$ cat src/design/sewr_pkg.sv
`timescale 1ns / 1ps
// ============================================================================
// sewr_pkg
// Shared types and constants for the serial EEPROM word reader.
// ============================================================================
package sewr_pkg;

    // Pin levels, bit 0 = clock, bit 1 = select, bit 2 = data in
    typedef logic [2:0] t_pins;

    localparam t_pins PIN_NONE = 3'b000;
    localparam t_pins PIN_C    = 3'b001;
    localparam t_pins PIN_S    = 3'b010;
    localparam t_pins PIN_D    = 3'b100;

    localparam int ADDR_LATCH_BITS = 8;
    localparam int WORD_BITS       = 16;
    localparam int HEAD_STEPS      = 10;
    localparam int TAIL_STEPS      = 4;

    localparam t_pins HEAD_LEVELS [HEAD_STEPS] = '{
        PIN_NONE, PIN_S, PIN_S | PIN_C, PIN_S,
        PIN_S | PIN_D, PIN_S | PIN_D | PIN_C,
        PIN_S | PIN_D, PIN_S | PIN_D | PIN_C,
        PIN_S, PIN_S | PIN_C
    };

    localparam t_pins TAIL_LEVELS [TAIL_STEPS] = '{PIN_NONE, PIN_S, PIN_NONE, PIN_C};

    typedef enum logic {
        KIND_TICK  = 1'b0,
        KIND_START = 1'b1
    } t_kind;

    typedef struct packed {
        t_kind                      kind;
        logic [ADDR_LATCH_BITS-1:0] addr;
        logic                       dout;
    } t_item;

    typedef struct packed {
        logic [WORD_BITS-1:0] word;
        logic                 done;
        logic                 busy;
        t_pins                pins;
    } t_result;

endpackage

$ cat src/design/sewr_levels.sv
`timescale 1ns / 1ps
// ============================================================================
// sewr_levels
// Pin levels driven for one step of the read sequence.
// ============================================================================
module sewr_levels #(
    parameter int ADDR_BITS = 8,
    parameter int DATA_BITS = 16,
    localparam int ADDR_FIRST = sewr_pkg::HEAD_STEPS,
    localparam int SEL_STEP   = ADDR_FIRST + 2 * ADDR_BITS,
    localparam int DATA_FIRST = SEL_STEP + 1,
    localparam int TAIL_FIRST = DATA_FIRST + 2 * DATA_BITS,
    localparam int LAST_STEP  = TAIL_FIRST + 3,
    localparam int SW         = $clog2(LAST_STEP + 1),
    localparam int AIW        = $clog2(ADDR_BITS)
) (
    input  logic [SW-1:0]                        i_step,
    input  logic [sewr_pkg::ADDR_LATCH_BITS-1:0] i_addr,
    output sewr_pkg::t_pins                      o_pins
);

    logic [SW-1:0]  addr_off;
    logic [SW-1:0]  data_off;
    logic [SW-1:0]  tail_off;
    logic [AIW-1:0] bit_sel;
    logic           addr_bit;

    assign addr_off = i_step - SW'(ADDR_FIRST);
    assign data_off = i_step - SW'(DATA_FIRST);
    assign tail_off = i_step - SW'(TAIL_FIRST);
    assign bit_sel  = AIW'(ADDR_BITS - 1) - AIW'(addr_off[SW-1:1]);
    assign addr_bit = ({1'b0, bit_sel} < (AIW + 1)'(sewr_pkg::ADDR_LATCH_BITS))
                      ? i_addr[bit_sel[2:0]] : 1'b0;

    always_comb begin
        if (i_step < SW'(ADDR_FIRST)) begin
            o_pins = sewr_pkg::HEAD_LEVELS[i_step[3:0]];
        end else if (i_step < SW'(SEL_STEP)) begin
            o_pins = sewr_pkg::PIN_S
                   | (addr_bit ? sewr_pkg::PIN_D : sewr_pkg::PIN_NONE)
                   | (addr_off[0] ? sewr_pkg::PIN_C : sewr_pkg::PIN_NONE);
        end else if (i_step == SW'(SEL_STEP)) begin
            o_pins = sewr_pkg::PIN_S;
        end else if (i_step < SW'(TAIL_FIRST)) begin
            o_pins = data_off[0] ? sewr_pkg::PIN_S : (sewr_pkg::PIN_S | sewr_pkg::PIN_C);
        end else if (i_step <= SW'(LAST_STEP)) begin
            o_pins = sewr_pkg::TAIL_LEVELS[tail_off[1:0]];
        end else begin
            o_pins = sewr_pkg::PIN_NONE;
        end
    end

endmodule

$ cat src/design/sewr_core.sv
`timescale 1ns / 1ps
// ============================================================================
// sewr_core
// Sequence state, data shift-in and the registered result stage.
// ============================================================================
module sewr_core #(
    parameter int ADDR_BITS = 8,
    parameter int DATA_BITS = 16,
    localparam int ADDR_FIRST = sewr_pkg::HEAD_STEPS,
    localparam int SEL_STEP   = ADDR_FIRST + 2 * ADDR_BITS,
    localparam int DATA_FIRST = SEL_STEP + 1,
    localparam int TAIL_FIRST = DATA_FIRST + 2 * DATA_BITS,
    localparam int LAST_STEP  = TAIL_FIRST + 3,
    localparam int SW         = $clog2(LAST_STEP + 1)
) (
    input  logic              i_clk,
    input  logic              i_rst_n,
    input  logic              i_valid,
    input  sewr_pkg::t_item   i_item,
    output logic              o_ready,
    output logic              o_valid,
    input  logic              i_ready,
    output sewr_pkg::t_result o_result
);

    logic [SW-1:0]                        r_step,   n_step;
    logic [sewr_pkg::ADDR_LATCH_BITS-1:0] r_addr,   n_addr;
    logic [DATA_BITS-1:0]                 r_data,   n_data;
    logic                                 r_active, n_active;
    sewr_pkg::t_pins                      r_last,   n_last;
    logic                                 r_valid,  n_valid;
    sewr_pkg::t_result                    r_result, n_result;

    sewr_pkg::t_pins step_pins;
    logic [SW-1:0]   data_off;
    logic            take;
    logic            sample;

    sewr_levels #(
        .ADDR_BITS(ADDR_BITS),
        .DATA_BITS(DATA_BITS)
    ) u_levels (
        .i_step(r_step),
        .i_addr(r_addr),
        .o_pins(step_pins)
    );

    assign o_ready  = !r_valid || i_ready;
    assign take     = i_valid && o_ready;
    assign data_off = r_step - SW'(DATA_FIRST);
    assign sample   = (r_step >= SW'(DATA_FIRST + 2)) && (r_step <= SW'(TAIL_FIRST))
                      && !data_off[0];

    always_comb begin
        n_step   = r_step;
        n_addr   = r_addr;
        n_data   = r_data;
        n_active = r_active;
        n_last   = r_last;
        n_result = r_result;
        n_valid  = r_valid && !i_ready;
        if (take) begin
            n_valid       = 1'b1;
            n_result.pins = sewr_pkg::PIN_NONE;
            n_result.busy = 1'b0;
            n_result.done = 1'b0;
            n_result.word = '0;
            if (i_item.kind == sewr_pkg::KIND_START) begin
                n_result.busy = 1'b1;
                if (r_active) begin
                    n_result.pins = r_last;
                end else begin
                    n_addr   = i_item.addr;
                    n_data   = '0;
                    n_step   = '0;
                    n_active = 1'b1;
                    n_last   = sewr_pkg::PIN_NONE;
                end
            end else if (r_active) begin
                if (sample) begin
                    n_data = {r_data[DATA_BITS-2:0], i_item.dout};
                end
                n_result.pins = step_pins;
                n_last        = step_pins;
                if (r_step >= SW'(LAST_STEP)) begin
                    n_result.done = 1'b1;
                    n_result.word = sewr_pkg::WORD_BITS'(n_data);
                    n_active      = 1'b0;
                    n_step        = '0;
                end else begin
                    n_result.busy = 1'b1;
                    n_step        = r_step + SW'(1);
                end
            end
        end
    end

    always_ff @(posedge i_clk) begin
        if (!i_rst_n) begin
            r_step   <= '0;
            r_addr   <= '0;
            r_data   <= '0;
            r_active <= 1'b0;
            r_last   <= sewr_pkg::PIN_NONE;
            r_valid  <= 1'b0;
        end else begin
            r_step   <= n_step;
            r_addr   <= n_addr;
            r_data   <= n_data;
            r_active <= n_active;
            r_last   <= n_last;
            r_valid  <= n_valid;
        end
    end

    always_ff @(posedge i_clk) begin
        r_result <= n_result;
    end

    assign o_valid  = r_valid;
    assign o_result = r_result;

endmodule

$ cat src/design/serial_eeprom_word_reader_top.sv
`timescale 1ns / 1ps
// ============================================================================
// serial_eeprom_word_reader_top
// Microwire-style serial EEPROM read master, one pin step per transaction.
// ============================================================================
// Takes one transaction per clock unless m_tready back-pressure stalls it,
// and returns one result per transaction via the input register and then the
// result register. A start transaction (tuser = 1) latches the word address;
// each following tick transaction (tuser = 0) returns the clock, select and
// data-in levels of the next step and samples the EEPROM data output where a
// data bit is due. The final tick of the 15 + 2*ADDR_BITS + 2*DATA_BITS step
// sequence carries tlast with the assembled word. A start during a running
// sequence is ignored and repeats the last driven pin levels.
module serial_eeprom_word_reader_top #(
    parameter int ADDR_BITS = 8,
    parameter int DATA_BITS = 16
) (
    input  logic        i_clk,
    input  logic        i_rst_n,
    input  logic        i_s_tvalid,
    output logic        o_s_tready,
    input  logic [15:0] i_s_tdata,   // word_address[7:0], data_out_pin[8], zero fill
    input  logic        i_s_tuser,   // kind
    output logic        o_m_tvalid,
    input  logic        i_m_tready,
    output logic [23:0] o_m_tdata,   // clock_pin, select_pin, data_in_pin, busy_res,
                                     // read_word[19:4], zero fill
    output logic        o_m_tlast    // done_res
);

    logic              r_in_valid, n_in_valid;
    sewr_pkg::t_item   r_in_item;
    sewr_pkg::t_item   s_item;
    sewr_pkg::t_result result;
    logic              core_ready;
    logic              advance;
    logic              s_take;

    assign s_item.kind = sewr_pkg::t_kind'(i_s_tuser);
    assign s_item.addr = i_s_tdata[7:0];
    assign s_item.dout = i_s_tdata[8];

    assign advance    = r_in_valid && core_ready;
    assign o_s_tready = !r_in_valid || core_ready;
    assign s_take     = i_s_tvalid && o_s_tready;

    always_comb begin
        n_in_valid = r_in_valid;
        if (s_take) begin
            n_in_valid = 1'b1;
        end else if (advance) begin
            n_in_valid = 1'b0;
        end
    end

    always_ff @(posedge i_clk) begin
        if (!i_rst_n) begin
            r_in_valid <= 1'b0;
        end else begin
            r_in_valid <= n_in_valid;
        end
    end

    always_ff @(posedge i_clk) begin
        if (s_take) begin
            r_in_item <= s_item;
        end
    end

    sewr_core #(
        .ADDR_BITS(ADDR_BITS),
        .DATA_BITS(DATA_BITS)
    ) u_core (
        .i_clk   (i_clk),
        .i_rst_n (i_rst_n),
        .i_valid (r_in_valid),
        .i_item  (r_in_item),
        .o_ready (core_ready),
        .o_valid (o_m_tvalid),
        .i_ready (i_m_tready),
        .o_result(result)
    );

    assign o_m_tdata = {4'b0000, result.word, result.busy, result.pins};
    assign o_m_tlast = result.done;

    a_done_not_busy: assert property (@(posedge i_clk) disable iff (!i_rst_n)
        o_m_tvalid && o_m_tlast |-> !o_m_tdata[3])
        else $error("done result still reports busy");

    a_done_pins: assert property (@(posedge i_clk) disable iff (!i_rst_n)
        o_m_tvalid && o_m_tlast |-> o_m_tdata[2:0] == sewr_pkg::PIN_C)
        else $error("done result does not drive the final step");

    a_word_only_on_done: assert property (@(posedge i_clk) disable iff (!i_rst_n)
        o_m_tvalid && !o_m_tlast |-> o_m_tdata[19:4] == 16'h0000)
        else $error("word reported outside the done result");

    a_in_hold: assert property (@(posedge i_clk) disable iff (!i_rst_n)
        r_in_valid && !core_ready |=> r_in_valid && $stable(r_in_item))
        else $error("input register lost a waiting transaction");

endmodule
$ cat config.mk
export PLATFORM = sky130hd
export DESIGN_NAME = serial_eeprom_word_reader_top
export DESIGN_NICKNAME = d
export VERILOG_FILES = /design/src/design/sewr_pkg.sv /design/src/design/sewr_levels.sv /design/src/design/sewr_core.sv /design/src/design/serial_eeprom_word_reader_top.sv
export SDC_FILE = /design/constraint.sdc
export NUM_CORES = 1
export LEC_CHECK = 0
export ABC_AREA = 1
export BUFFER_PORTS_ARGS = -buffer_cell sky130_fd_sc_hd__buf_2
export CORE_ASPECT_RATIO = 1.4
export CORE_MARGIN = 2
export CORE_UTILIZATION = 51
export DETAILED_ROUTE_END_ITERATION = 8
export GPL_TIMING_DRIVEN = 0
export PLACE_DENSITY = 0.83
export SLEW_MARGIN = 20
export SYNTH_ARGS = -nofsm -noshare
export SYNTH_HDL_FRONTEND = slang
export SYNTH_SLANG_ARGS = --single-unit
$ cat constraint.sdc
create_clock -name i_clk -period 1.68 [get_ports i_clk]
set_input_delay 0.168 -clock i_clk [delete_from_list [all_inputs] [get_ports i_clk]]
set_output_delay 0.168 -clock i_clk [all_outputs]
set_load 0.01 [all_outputs]
==> qor.yml <==
setup_path:
  cp_max_fo: 6
  worstSetupEndpointType: "flop"
  critPathArrivalTime_ns: 1.94
  crit_type: "flop to flop"
  start_kind: "flop"
  cp.required_ns: 1.81
floorplanning:
  num_io_pins: 48
  start_util: 0.520
  fp.dieW_microns: 70.8
  die_h_microns: 97.5
  core.rowCount: 34
  core_sq_um: 6130
  die_area_sq_um: 6910
yosys:
  synth_ff_type: "dfxtp_1"
  synth.ff_latch_count: 67
  syn_inst: 367
  synthTopCellsByArea: "edfxtp_1 (29%), dfxtp_1 (23%), nand2_1 (8.4%), a21oi_1 (5.8%), inv_1 (4.9%)"
  synth_top_area_frac: 0.292
  synthTopCellsByCount: "nand2_1 (71), inv_1 (42), a21oi_1 (37)"
  async_flop_share: 0
  netlist_area_sq_um: 3190
  ys_types: 29
  avgSynthCellArea_sq_um: 8.68
  synth_most_common_cell: "nand2_1"
  ys_seq_area_frac: 0.518
  synth_edf_count: 31
  synth_largest_area_cell: "edfxtp_1"
  yosysWarnings: 0
place:
  numPortBuffers: 36
  dp_hpwl_microns: 4640
  place_area_sq_um: 3480
  gp_congestion: 0.862
grt:
  grt-ovfl-total: 0
  grt_max_degree: 15
  grt_pass1_wl_microns: 11600
  grt_pass1_vias: 2611
  antenna_found_initial: 0
  grt_usage: 0.213
routing:
  vias: 2751
  final_antenna_net_count: 0
  drt_iter0_markers: 382
  dr.pass1.iters: 5
  routed_wl_microns: 7130
  detail_route.wl_per_cell_microns: 13.8
  drc_errors: 0
  viasPerCell: 5.32
outcome:
  violations: "setup timing"
  outcome: "complete, but fails checks"
finish:
  multi_input_area_sq_um: 1390
  fill_cells: 465
  drive_gt1_frac: 0.288
  seqCellArea_sq_um: 1660
  final_core_util: 0.666
  nets: 472
  area_growth_pct: 28.1
  final_cell_area_sq_um: 4080
  diodes: 0
timing:
  grt_setup_unrepaired: "true"
  fin_ws_ns: -0.127
  fmax_mhz: 553
  hold_ws_ns: 0.0749
  timing.final.hold_violations: 0
  drv_slew: 0
  post-route-min-period_ns: 1.81
  timing.final.crit_share: 1.08
  setup_viol: 33
  fin_tns_setup_ns: -2.33
  fin_skew_ns: 0.0122
clock_network:
  numCtsBuffers: 9
  cts-root-buf: "clkbuf_8"
  clock_sinks: 67
  cts_max_path_buffers: 2
  h-tree-depth: 3
  path_clk_slew_ns: 0.09
  worstSkewPairLatency_ns: 0.36
  cts_tree: "built"
pwr:
  cellPowerDensity_nw_per_um2: 844
  ir_drop_mv: 0.625
  p_leak_nw: 1.58
  power_w: 0.00345
flow_run:
  drv_cap: 0
hold_path:
  hp-class: "primary input to flop"
## final timing paths
kind / slack (ns) / depth (start not counted) / endpoint / from
min reg2reg: 0.46 / 2 / u_core.r_addr[1] / u_core.r_addr[1]
max reg2reg: -0.13 / 9 / u_core.o_result[17] / u_core.r_step[1]
max: -0.13 / 9 / u_core.o_result[17] / u_core.r_step[1]
min: 0.07 / 3 / r_in_valid / i_s_tvalid
## placed cells by master, fill, tap and decap left out, types with 3 or more instances in the layout
cell and n:
nand2_1 66, buf_2 39, inv_1 37, a21oi_1 34, dfxtp_1 32, edfxtp_1 31, nor2_1 29, nand3_1 20
buf_4 17, o211ai_1 13, o21ai_0 12, dlygate4sd3_1 10, clkbuf_8 9, nand2_2 8, o21ai_1 8, o21ai_2 7
ha_1 6, buf_8 4, o211ai_2 4, conb_1 4, clkinvlp_4 3, inv_2 3, nor2_2 3, a21oi_2 3
nand4_1 3, buf_6 3, clkbuf_1 3, a31oi_1 3, ha_4 3, inv_6 3
## repair_timing
action	4_1_cts	5_1_grt
endpoints found under the hold margin	10	0
pin swaps	7	4
cloned	2	1
gates resized for setup	32	27
endpoints found under the setup margin	48	44
hold buffers	10	0
buffers inserted	6	4
## report_power, final
part / total [W] / internal [W] / switching, W / leakage (nW)
Clock: 0.00140 / 0.000711 / 0.000694 / 0.103
Sequential: 0.00179 / 0.00176 / 0.0000276 / 0.579
Combinational: 0.000251 / 0.0000995 / 0.000152 / 0.900
## metrics by stage
stage,setup slack [ns],instances
after floorplan,0.00509,370
after global placement,-0.243,478
after detailed placement,-0.320,478
after CTS,-0.0903,512
after global routing,-0.214,517
final,-0.127,517
## metal layers
layer | global-route usage | part of all wire | vias up
met4 | 0.106 | 0.024 | 0
met3 | 0.0633 | 0.062 | 16
met2 | 0.382 | 0.55 | 114
met5 | 0 | 0 | -
met1 | 0.219 | 0.36 | 1254
li1 | - | - | 1367
## critical path, cell delays in order, from the launching register on
cell and delay (ns):
dfxtp_4 0.36, buf_8 0.10, clkinvlp_4 0.16, ha_4 0.20, nand3b_1 0.13, nand3_4 0.12
buf_6 0.17, clkbuf_16 0.16, o21ai_4 0.12, nor2_1 0.06
## sequential cells by signal, summed over array words and instances (netlist names)
| signal | cells |
|---|---|
| r_in_item | 10 |
| u_core.r_step | 6 |
| u_core.r_last | 3 |
| u_core.o_valid | 1 |
| r_in_valid | 1 |
| u_core.r_data | 16 |
| u_core.o_result | 21 |
| u_core.r_addr | 8 |
| u_core.r_active | 1 |
## cell families (layout without fill, tap and decap cells)
| logic type | count (synthesis) | count (layout) | synth area share |
|---|---|---|---|
| AOI/OAI and AO/OA | 86 | 86 | 0.157 |
| xor gates and xnor gates | 1 | 1 | 0.00275 |
| adders and majority gates | 11 | 11 | 0.0432 |
| buffers and inverters | 63 | 138 | 0.0927 |
| DFF | 67 | 67 | 0.518 |
| other | 1 | 4 | 0.00118 |
| and+or+nand+nor | 138 | 138 | 0.185 |
## layout make-up
class / instances / area share
Clock inverter: 7 / 0.0199
Buffer: 19 / 0.0405
Multi-Input combinational cell: 240 / 0.340
Timing Repair inverter: 1 / 0.00123
Timing Repair Buffer: 58 / 0.0950
Clock buffer: 9 / 0.0303
Sequential cell: 67 / 0.407
Tap cell: 72 / 0.0221
Inverter: 44 / 0.0435
Note: power is estimated with default switching activity, not from simulation.
